## src/sv/ckv_pkg.sv

```systemverilog
// Shared types and constants of the compacting key/value table.
package ckv_pkg;

    // Widths of the fixed request and result fields.
    localparam int KEY_W       = 64;
    localparam int KLEN_W      = 4;
    localparam int PAY_W       = 64;
    localparam int PLEN_W      = 4;
    localparam int STATUS_W    = 3;
    localparam int COUNT_OUT_W = 5;
    localparam int S_TDATA_W   = KEY_W + KLEN_W + PAY_W + PLEN_W;
    localparam int M_TDATA_W   = STATUS_W + COUNT_OUT_W;

    // Configuration port geometry.
    localparam int CFG_IDX_W  = 2;
    localparam int CFG_DATA_W = 5;
    localparam int CAP_W      = 5;
    localparam int LEN_CFG_W  = 4;

    typedef logic [CFG_IDX_W-1:0] ckv_cfg_idx_t;
    localparam ckv_cfg_idx_t CFG_CAPACITY_LIMIT     = 2'd0;
    localparam ckv_cfg_idx_t CFG_MAX_KEY_LENGTH     = 2'd1;
    localparam ckv_cfg_idx_t CFG_MAX_PAYLOAD_LENGTH = 2'd2;

    // Register values after reset.
    localparam logic [CAP_W-1:0]     CAP_RESET  = 5'd16;
    localparam logic [LEN_CFG_W-1:0] KMAX_RESET = 4'd8;
    localparam logic [LEN_CFG_W-1:0] PMAX_RESET = 4'd8;

    // Result status codes.
    typedef logic [STATUS_W-1:0] ckv_status_t;
    localparam ckv_status_t STS_OK           = 3'd0;
    localparam ckv_status_t STS_FULL         = 3'd1;
    localparam ckv_status_t STS_KEY_LONG     = 3'd2;
    localparam ckv_status_t STS_PAYLOAD_LONG = 3'd3;
    localparam ckv_status_t STS_ZERO_KEY     = 3'd4;
    localparam ckv_status_t STS_NOT_FOUND    = 3'd5;
    localparam ckv_status_t STS_BAD_DELETE   = 3'd6;

    // Request operation codes.
    localparam logic OP_INSERT = 1'b0;
    localparam logic OP_DELETE = 1'b1;

    // Commands from the controller to the datapath.
    typedef struct packed {
        logic clear;    // zero the slot at the pointer
        logic load;     // capture the request transfer
        logic decide;   // run the request checks, insert or start a search
        logic scan;     // compare one slot during the search
        logic shift;    // move one slot down
        logic publish;  // load the result into the output register
    } ckv_cmd_t;

    // Status from the datapath to the controller.
    typedef struct packed {
        logic clear_last;  // pointer is at the top slot during the clearing pass
        logic need_scan;   // the loaded delete request needs a search
        logic match;       // the slot under compare matches the key
        logic at_last;     // the pointer is at the last used slot
        logic out_busy;    // the output register holds a result not taken yet
    } ckv_stat_t;

endpackage

```

## src/sv/ckv_ctrl.sv

```systemverilog
// Controller state machine of the compacting key/value table.
module ckv_ctrl (
    input  logic              aclk,
    input  logic              aresetn,
    input  logic              s_tvalid,
    output logic              s_tready,
    input  ckv_pkg::ckv_stat_t stat,
    output ckv_pkg::ckv_cmd_t  cmd
);
    import ckv_pkg::*;

    typedef enum logic [5:0] {
        S_CLEAR  = 6'b000001,
        S_IDLE   = 6'b000010,
        S_DECIDE = 6'b000100,
        S_SCAN   = 6'b001000,
        S_SHIFT  = 6'b010000,
        S_FINISH = 6'b100000
    } ckv_state_t;

    ckv_state_t state_reg, state_next;

    // State register; reset starts the clearing pass.
    always_ff @(posedge aclk) begin
        if (!aresetn) begin
            state_reg <= S_CLEAR;
        end else begin
            state_reg <= state_next;
        end
    end

    // Next state and command decode.
    always_comb begin
        state_next = state_reg;
        cmd        = '0;
        s_tready   = 1'b0;
        unique case (state_reg)
            S_CLEAR: begin
                cmd.clear = 1'b1;
                if (stat.clear_last) begin
                    state_next = S_IDLE;
                end
            end
            S_IDLE: begin
                s_tready = 1'b1;
                if (s_tvalid) begin
                    cmd.load   = 1'b1;
                    state_next = S_DECIDE;
                end
            end
            S_DECIDE: begin
                cmd.decide = 1'b1;
                state_next = stat.need_scan ? S_SCAN : S_FINISH;
            end
            S_SCAN: begin
                cmd.scan = 1'b1;
                if (stat.match) begin
                    state_next = S_SHIFT;
                end else if (stat.at_last) begin
                    state_next = S_FINISH;
                end
            end
            S_SHIFT: begin
                cmd.shift = 1'b1;
                if (stat.at_last) begin
                    state_next = S_FINISH;
                end
            end
            S_FINISH: begin
                if (!stat.out_busy) begin
                    cmd.publish = 1'b1;
                    state_next  = S_IDLE;
                end
            end
            default: begin
                state_next = S_CLEAR;
            end
        endcase
    end

endmodule

```

## src/sv/ckv_dp.sv

```systemverilog
// Datapath of the compacting key/value table: slot memory, count, checks and result.
module ckv_dp #(
    parameter int TABLE_DEPTH       = 16,
    parameter int KEY_BYTES_MAX     = 8,
    parameter int PAYLOAD_BYTES_MAX = 8
) (
    input  logic                             aclk,
    input  logic                             aresetn,
    input  logic                             cfg_wr_en,
    input  ckv_pkg::ckv_cfg_idx_t            cfg_wr_index,
    input  logic [ckv_pkg::CFG_DATA_W-1:0]   cfg_wr_data,
    input  logic [ckv_pkg::S_TDATA_W-1:0]    s_tdata,
    input  logic                             s_tuser,
    output logic                             m_tvalid,
    input  logic                             m_tready,
    output logic [ckv_pkg::M_TDATA_W-1:0]    m_tdata,
    input  ckv_pkg::ckv_cmd_t                cmd,
    output ckv_pkg::ckv_stat_t               stat
);
    import ckv_pkg::*;

    localparam int SB   = KEY_BYTES_MAX + PAYLOAD_BYTES_MAX;
    localparam int SW   = 8 * SB;
    localparam int KBW  = 8 * KEY_BYTES_MAX;
    localparam int PBW  = 8 * PAYLOAD_BYTES_MAX;
    localparam int AW   = (TABLE_DEPTH > 1) ? $clog2(TABLE_DEPTH) : 1;
    localparam int PW   = $clog2(TABLE_DEPTH + 1);
    localparam int NW   = PW + 1;
    localparam int CMPW = (PW > CAP_W) ? PW : CAP_W;
    localparam logic [LEN_CFG_W-1:0] KB_LIM = LEN_CFG_W'(KEY_BYTES_MAX);
    localparam logic [LEN_CFG_W-1:0] PB_LIM = LEN_CFG_W'(PAYLOAD_BYTES_MAX);

    // Configuration registers.
    logic [CAP_W-1:0]     capacity_limit_reg;
    logic [LEN_CFG_W-1:0] max_key_length_reg;
    logic [LEN_CFG_W-1:0] max_payload_length_reg;

    // Captured request.
    logic              op_reg;
    logic [KBW-1:0]    key_reg;
    logic [KLEN_W-1:0] klen_reg;
    logic [PBW-1:0]    pay_reg;
    logic [PLEN_W-1:0] plen_reg;

    // Table state, pointer and read data.
    logic [SW-1:0] slot_mem [TABLE_DEPTH];
    logic [SW-1:0] rd_data_reg;
    logic [PW-1:0] count_reg;
    logic [PW-1:0] ptr_reg;

    // Result being built and the output register.
    ckv_status_t            status_reg;
    ckv_status_t            out_status_reg;
    logic [COUNT_OUT_W-1:0] out_count_reg;
    logic                   out_valid_reg;

    logic [NW-1:0]        ptr_p1;
    logic [NW-1:0]        rd_addr;
    logic                 rd_en;
    logic                 wr_en;
    logic [AW-1:0]        wr_addr;
    logic [SB-1:0]        wr_be;
    logic [SW-1:0]        wr_data;
    logic [SB-1:0]        ins_be;
    logic [SW-1:0]        ins_data;
    logic [LEN_CFG_W-1:0] kmax;
    logic [LEN_CFG_W-1:0] pmax;
    logic [CMPW-1:0]      cap;
    logic                 full;
    logic                 key_long;
    logic                 pay_long;
    logic                 ins_ok;
    logic                 del_bad;
    ckv_status_t          decide_status;
    logic [KEY_BYTES_MAX-1:0] byte_ok;

    // Configuration writes; an index beyond the list is ignored.
    always_ff @(posedge aclk) begin
        if (!aresetn) begin
            capacity_limit_reg     <= CAP_RESET;
            max_key_length_reg     <= KMAX_RESET;
            max_payload_length_reg <= PMAX_RESET;
        end else if (cfg_wr_en) begin
            case (cfg_wr_index)
                CFG_CAPACITY_LIMIT:     capacity_limit_reg     <= cfg_wr_data[CAP_W-1:0];
                CFG_MAX_KEY_LENGTH:     max_key_length_reg     <= cfg_wr_data[LEN_CFG_W-1:0];
                CFG_MAX_PAYLOAD_LENGTH: max_payload_length_reg <= cfg_wr_data[LEN_CFG_W-1:0];
                default: ;
            endcase
        end
    end

    // Request capture on an input transfer.
    always_ff @(posedge aclk) begin
        if (cmd.load) begin
            op_reg   <= s_tuser;
            key_reg  <= s_tdata[KBW-1:0];
            klen_reg <= s_tdata[KEY_W +: KLEN_W];
            pay_reg  <= s_tdata[KEY_W + KLEN_W +: PBW];
            plen_reg <= s_tdata[KEY_W + KLEN_W + PAY_W +: PLEN_W];
        end
    end

    // Effective limits and the request checks.
    always_comb begin
        kmax     = (max_key_length_reg < KB_LIM) ? max_key_length_reg : KB_LIM;
        pmax     = (max_payload_length_reg < PB_LIM) ? max_payload_length_reg : PB_LIM;
        cap      = (CMPW'(capacity_limit_reg) < CMPW'(TABLE_DEPTH)) ?
                   CMPW'(capacity_limit_reg) : CMPW'(TABLE_DEPTH);
        full     = CMPW'(count_reg) >= cap;
        key_long = klen_reg > kmax;
        pay_long = plen_reg > pmax;
        ins_ok   = (op_reg == OP_INSERT) && !full && !key_long && !pay_long &&
                   (klen_reg != '0);
        del_bad  = (klen_reg == '0) || (plen_reg == '0);
        if (op_reg == OP_INSERT) begin
            if (full)                  decide_status = STS_FULL;
            else if (key_long)         decide_status = STS_KEY_LONG;
            else if (pay_long)         decide_status = STS_PAYLOAD_LONG;
            else if (klen_reg == '0)   decide_status = STS_ZERO_KEY;
            else                       decide_status = STS_OK;
        end else begin
            if (del_bad)               decide_status = STS_BAD_DELETE;
            else if (count_reg == '0)  decide_status = STS_NOT_FOUND;
            else                       decide_status = STS_OK;
        end
    end

    // Insert lane: key bytes first, the payload directly after them.
    always_comb begin
        ins_be   = '0;
        ins_data = '0;
        for (int b = 0; b < SB; b++) begin
            if (5'(b) < {1'b0, klen_reg}) begin
                ins_be[b] = 1'b1;
                if (b < KEY_BYTES_MAX) begin
                    ins_data[8*b +: 8] = key_reg[8*(b % KEY_BYTES_MAX) +: 8];
                end
            end
            for (int p = 0; p < PAYLOAD_BYTES_MAX; p++) begin
                if ((5'(b) == ({1'b0, klen_reg} + 5'(p))) && (5'(p) < {1'b0, plen_reg})) begin
                    ins_be[b]          = 1'b1;
                    ins_data[8*b +: 8] = pay_reg[8*p +: 8];
                end
            end
        end
    end

    // Key compare against the slot under the pointer.
    always_comb begin
        for (int j = 0; j < KEY_BYTES_MAX; j++) begin
            byte_ok[j] = (4'(j) >= klen_reg) ||
                         (rd_data_reg[8*j +: 8] == key_reg[8*j +: 8]);
        end
    end

    // Memory port selection.
    always_comb begin
        ptr_p1  = NW'(ptr_reg) + NW'(1);
        rd_addr = '0;
        if (cmd.scan) begin
            rd_addr = ptr_p1;
        end else if (cmd.shift) begin
            rd_addr = ptr_p1 + NW'(1);
        end
        rd_en = (cmd.decide || cmd.scan || cmd.shift) && (rd_addr < NW'(TABLE_DEPTH));

        wr_en   = 1'b0;
        wr_addr = ptr_reg[AW-1:0];
        wr_be   = '1;
        wr_data = '0;
        if (cmd.clear) begin
            wr_en = 1'b1;
        end else if (cmd.decide && ins_ok) begin
            wr_en   = 1'b1;
            wr_addr = count_reg[AW-1:0];
            wr_be   = ins_be;
            wr_data = ins_data;
        end else if (cmd.shift && !stat.at_last) begin
            wr_en   = 1'b1;
            wr_data = rd_data_reg;
        end
    end

    // Slot memory with byte enables and a registered read.
    always_ff @(posedge aclk) begin
        if (wr_en) begin
            for (int b = 0; b < SB; b++) begin
                if (wr_be[b]) begin
                    slot_mem[wr_addr][8*b +: 8] <= wr_data[8*b +: 8];
                end
            end
        end
        if (rd_en) begin
            rd_data_reg <= slot_mem[rd_addr[AW-1:0]];
        end
    end

    // Pointer, entry count and status of the request under way.
    always_ff @(posedge aclk) begin
        if (!aresetn) begin
            ptr_reg   <= '0;
            count_reg <= '0;
        end else begin
            if (cmd.clear) begin
                ptr_reg <= stat.clear_last ? '0 : PW'(ptr_p1);
            end else if (cmd.decide) begin
                ptr_reg <= '0;
            end else if ((cmd.scan && !stat.match) || cmd.shift) begin
                ptr_reg <= PW'(ptr_p1);
            end
            if (cmd.decide && ins_ok) begin
                count_reg <= count_reg + PW'(1);
            end else if (cmd.shift && stat.at_last) begin
                count_reg <= count_reg - PW'(1);
            end
        end
    end

    always_ff @(posedge aclk) begin
        if (cmd.decide) begin
            status_reg <= decide_status;
        end else if (cmd.scan && !stat.match && stat.at_last) begin
            status_reg <= STS_NOT_FOUND;
        end else if (cmd.shift && stat.at_last) begin
            status_reg <= STS_OK;
        end
    end

    // Output register; a new result may replace one taken in the same cycle.
    always_ff @(posedge aclk) begin
        if (!aresetn) begin
            out_valid_reg <= 1'b0;
        end else if (cmd.publish) begin
            out_valid_reg <= 1'b1;
        end else if (m_tready) begin
            out_valid_reg <= 1'b0;
        end
    end

    always_ff @(posedge aclk) begin
        if (cmd.publish) begin
            out_status_reg <= status_reg;
            out_count_reg  <= COUNT_OUT_W'(count_reg);
        end
    end

    assign m_tvalid = out_valid_reg;
    assign m_tdata  = {out_count_reg, out_status_reg};

    // Status toward the controller.
    assign stat.clear_last = (ptr_reg == PW'(TABLE_DEPTH - 1));
    assign stat.need_scan  = (op_reg == OP_DELETE) && !del_bad && (count_reg != '0);
    assign stat.match      = &byte_ok;
    assign stat.at_last    = (ptr_p1 == NW'(count_reg));
    assign stat.out_busy   = out_valid_reg && !m_tready;

endmodule

```

## src/sv/compacting_key_value_table.sv

```systemverilog
// Top level of the compacting key/value table: controller and datapath.
// An insert or a rejected delete goes from the decide state straight to the finish state;
// a delete search compares one slot per cycle through the single read port and, on a hit,
// shifts the later slots down one per cycle; a result still waiting adds its stall.
// Throughput: one request at a time, the next taken only after the result is loaded.
// Reset is synchronous and active low; a clearing pass zeroes every slot, with s_tready
// low until it ends.
module compacting_key_value_table #(
    parameter int TABLE_DEPTH       = 16,
    parameter int KEY_BYTES_MAX     = 8,
    parameter int PAYLOAD_BYTES_MAX = 8
) (
    input  logic                           aclk,
    input  logic                           aresetn,
    // Configuration writes.
    input  logic                           cfg_wr_en,
    input  ckv_pkg::ckv_cfg_idx_t          cfg_wr_index,
    input  logic [ckv_pkg::CFG_DATA_W-1:0] cfg_wr_data,
    // Request channel.
    input  logic                           s_tvalid,
    output logic                           s_tready,
    // key_bytes[63:0], key_length[67:64], payload_bytes[131:68], payload_length[135:132]
    input  logic [ckv_pkg::S_TDATA_W-1:0]  s_tdata,
    // operation[0]
    input  logic                           s_tuser,
    // Result channel.
    output logic                           m_tvalid,
    input  logic                           m_tready,
    // status[2:0], entry_count_after[7:3]
    output logic [ckv_pkg::M_TDATA_W-1:0]  m_tdata
);
    import ckv_pkg::*;

    ckv_cmd_t  cmd;
    ckv_stat_t stat;

    ckv_ctrl u_ctrl (
        .aclk     (aclk),
        .aresetn  (aresetn),
        .s_tvalid (s_tvalid),
        .s_tready (s_tready),
        .stat     (stat),
        .cmd      (cmd)
    );

    ckv_dp #(
        .TABLE_DEPTH       (TABLE_DEPTH),
        .KEY_BYTES_MAX     (KEY_BYTES_MAX),
        .PAYLOAD_BYTES_MAX (PAYLOAD_BYTES_MAX)
    ) u_dp (
        .aclk         (aclk),
        .aresetn      (aresetn),
        .cfg_wr_en    (cfg_wr_en),
        .cfg_wr_index (cfg_wr_index),
        .cfg_wr_data  (cfg_wr_data),
        .s_tdata      (s_tdata),
        .s_tuser      (s_tuser),
        .m_tvalid     (m_tvalid),
        .m_tready     (m_tready),
        .m_tdata      (m_tdata),
        .cmd          (cmd),
        .stat         (stat)
    );

endmodule
```

## config.mk

```make
export PLATFORM = sky130hd
export DESIGN_NAME = compacting_key_value_table
export DESIGN_NICKNAME = d
export VERILOG_FILES = /design/src/sv/ckv_pkg.sv /design/src/sv/ckv_ctrl.sv /design/src/sv/ckv_dp.sv /design/src/sv/compacting_key_value_table.sv
export SDC_FILE = /design/constraint.sdc
export NUM_CORES = 2
export LEC_CHECK = 0
export ABC_AREA = 1
export BUFFER_PORTS_ARGS = -buffer_cell sky130_fd_sc_hd__buf_2
export CORE_MARGIN = 2
export CORE_UTILIZATION = 65
export CTS_CLUSTER_DIAMETER = 80
export DETAILED_ROUTE_END_ITERATION = 10
export PLACE_DENSITY = 0.83
export SLEW_MARGIN = 40
export SYNTH_ARGS = -nofsm -noshare
export SYNTH_HDL_FRONTEND = slang
export SYNTH_SLANG_ARGS = --single-unit
```

## constraint.sdc

```tcl
create_clock -name aclk -period 13.79 [get_ports aclk]
set_input_delay 2.0685 -clock aclk [delete_from_list [all_inputs] [get_ports aclk]]
set_output_delay 2.0685 -clock aclk [all_outputs]
set_load 0.1 [all_outputs]
```

==> summary.log <==
qor: finish.final_cells 7395
qor: timing.worstMarginPinSlew 0.920 ns
qor: global_routing.grt_util_met3 9.95%
qor: placed_design.hpwl 126000 um
qor: finish.layout.core_utilization 71.3%
qor: synth.synth.net_count 6238
qor: hold_path.hold_path.class reg -> reg
qor: finish.final_common_cell sky130_fd_sc_hd__nand2_1
qor: global_routing.gr-usage-met2 59.3%
qor: clock_network.clk_latency 0.73 ns
qor: power.p_leak 28.9 nW
qor: synth.post_synth_instance_area 59700 um^2
qor: drt.route.vias.total 46302
qor: synth.synth_enable_flop_cells 1236
qor: drt.post-route-drc-count 2
qor: critical_path.critPathTopFamily simple AND/OR/NAND/NOR gates
qor: finish.flip_flop_count_of_the_largest_register_all_copies_and_words_added 1024
qor: timing.final_critical_path_setup_slack 9.03 ns
qor: timing.period_needed 4.76 ns
qor: finish.largest-register u_dp.slot_mem
qor: clock_network.tritoncts_num_sinks 1266
qor: clock_network.cts_hold_buffers 0
qor: drt.drt_first_iter_violations 8438
qor: timing.max_clock_freq 0.210 GHz
qor: timing.setup_repair_after_global_routing_missed_its_margin no
qor: placed_design.minimum_setup_slack_after_placement 9.18 ns
qor: finish.drive_gt1_share 8.47%
qor: synth.post_synth_num_cell_types 51
qor: floorplan.initial_utilization 65.3%
qor: synth.fraction_of_the_mapped_netlist_area_in_compound_gates 8.06%
qor: finish.commonest_cells_after_routing_fill_and_taps_aside sky130_fd_sc_hd__nand2_1, sky130_fd_sc_hd__edfxtp_1, sky130_fd_sc_hd__nand3_1
qor: global_routing.vias_in_the_first_global_route 43474
qor: placed_design.place.gp.congestion 1.15
qor: synth.synthFlopType sky130_fd_sc_hd__edfxtp_1
qor: finish.layout-area-overhead-vs-synth 9.16%
qor: synth.synth.ff_latch_count 1266
qor: critical_path.timing.critical_path.required 14.15 ns
qor: status.result_of_the_run complete, but fails checks
qor: clock_network.clock_tree.htree_level_count 3
qor: critical_path.crit_arrival 5.13 ns
qor: synth.seq_area_frac_synth 63.2%
qor: power.vdd.ir_drop.worst 0.106 mV
qor: clock_network.ctsLongestPathBuffers 3
qor: timing.finalClockSkew 0.0287 ns
qor: critical_path.crit_top_cell sky130_fd_sc_hd__nand2_1
qor: clock_network.clk_pin_slew_worst_paths 0.06 ns
qor: timing.setup-tns-final 0 ns
qor: critical_path.cp_cell_sequence inv_1, ha_1, nand2_1, o21ai_1, nand2_1, nor2_4, nand2_4, nand2_1, nand2_1, nor2_1, nand2_1, nor2_1
qor: timing.layout_worst_path_cycle_share 34.6%
qor: floorplan.area_of_the_die 94200 um^2
qor: finish.fillerInstances 6242
qor: synth.main_combinational_cell_family_by_area_after_synthesis simple AND/OR/NAND/NOR gates
qor: synth.postSynth.asyncResetShare 0%
qor: global_routing.most_used_layer_global_route met2
qor: synth.fraction_of_synthesized_area_in_multiplexers 0.0671%
qor: synth.yosys.area_share.simple 19.2%
qor: clock_network.root_buffer sky130_fd_sc_hd__clkbuf_16
qor: drt.detail-route-antenna-nets 0
qor: drt.detail_route.vias_per_cell 6.26
qor: timing.timing.slew.headroom 38.5%
qor: synth.postSynthCellCount 6063
qor: finish.num-nets-final 6282
qor: clock_network.cts_tree done
qor: placed_design.placement.io_buffers 158
qor: status.violations design-rule violations
qor: global_routing.grt.overflow.total 0
qor: critical_path.maximum_net_fanout_on_the_critical_path 15
qor: critical_path.timing_worst_setup_path_type reg -> reg
qor: global_routing.use_met1 51.5%
qor: floorplan.coreArea 91400 um^2
qor: critical_path.crit_path_max_incr_delay 0.80 ns
qor: clock_network.cts_inserted_buffers 120
qor: synth.yosys.area_share.xor_xnor 0.866%
qor: global_routing.antenna_found_initial 3
qor: floorplan.ioPinCount 159
qor: drt.detail_route.wl_per_cell 25.4 um
qor: global_routing.largest_net_degree_at_the_start_of_global_routing 235
qor: synth.synth.avg_cell_area 9.84 um^2
qor: power.power_density 148 nW/um^2
qor: critical_path.timing.critical_path.slowest_stage_cell sky130_fd_sc_hd__nor2_1
qor: floorplan.chipHeight 307 um
qor: placed_design.numPlacedInstances 7168
qor: critical_path.worst_setup_path_end_kind register
qor: global_routing.grt.total_usage 39.4%
qor: timing.timing_max_transition_violations_final 0
qor: drt.drt_first_pass_iters 10
qor: flow_run.maxCapViolations 0
qor: synth.yosys.area_share.adder 0.558%
qor: timing.hold_worst_slack 0.416 ns
qor: timing.finalHoldViolCount 0
qor: clock_network.postCtsSetupBuffers 0
qor: drt.postRouteWirelength 188000 um
qor: synth.yosysWarningCount 0
qor: critical_path.worst_setup_path_start_kind register
qor: timing.report.final.setup_viol 0
qor: floorplan.num_rows 111
qor: critical_path.critPathBufInv 1
qor: global_routing.wire_length_of_the_first_global_routing_pass 272000 um
qor: clock_network.cts_resized 0
qor: floorplan.die_w 307 um
-- power by group --
group	total [mW]	switching, mW	internal, mW
Combinational	1.57	1.16	0.409
Clock	3.28	1.43	1.85
Sequential	4.80	0.120	4.68
-- final timing paths --
kind | start | endpoint | slack (ns) | cells past startpoint
max | u_dp.klen_reg[0] | u_dp.slot_mem[12][28] | 9.03 | 12
min | u_dp.status_reg[1] | u_dp.out_status_reg[1] | 0.42 | 0
max reg2reg | u_dp.klen_reg[0] | u_dp.slot_mem[12][28] | 9.03 | 12
min reg2reg | u_dp.status_reg[1] | u_dp.out_status_reg[1] | 0.42 | 0
-- cell families after synthesis --
group,count (synthesis)
simple gates,2693
flops,1266
buf+inv,1106
compound gates,909
xor+xnor,59
fa+ha+maj,26
mux,4
-- per-layer routing --
layer  wire (um)  vias up
met5          32        -
met4       14300        4
met3       26200      765
met2       81800     3615
met1       65800    21334
li1            -    20584
-- stage by stage --
stage               area (um^2)  power [mW]
global route              65100        9.93
global placement          60900        6.30
detailed placement        61100        6.36
floorplan                 59700        5.83
finish                    65100        9.64
CTS                       65000        9.58
-- synthesized netlist by cell type (all sizes together) (4+ instances only) --
library cell  instances  area, um^2
o21ai               622        3120
buf                 202        1380
a22oi                 5        37.5
mux2i                 4        40.0
dfxtp                30         601
o31ai                 4        67.6
nand3               816        4130
o22ai                11        68.8
a21boi                7        52.6
nor2                246         988
edfxtp             1236       37100
clkbuf              104         390
xor2                  6        52.6
ha                   25         313
inv                 798        3000
nand4                24         178
a21oi               204        1040
nand3b               10        75.1
o21bai                5        37.5
xnor2                53         464
o2111ai               4        35.0
nand2              1574        5950
o211ai               41         308
nor3                 19         140
-- area by class of cell --
type                    instances  area, um^2  area share [%]
flip-flops and latches       1266       37700            57.9
clock inverters                80         763            1.17
well taps                    1186        1480            2.28
repair buffers                228        1430            2.20
diodes                          2        5.00         0.00768
inverters                     800        3010            4.61
multi-input cells            3691       17600            27.0
clock buffers                 142        3140            4.82
No activity file was read; power rests on OpenSTA's default activity.
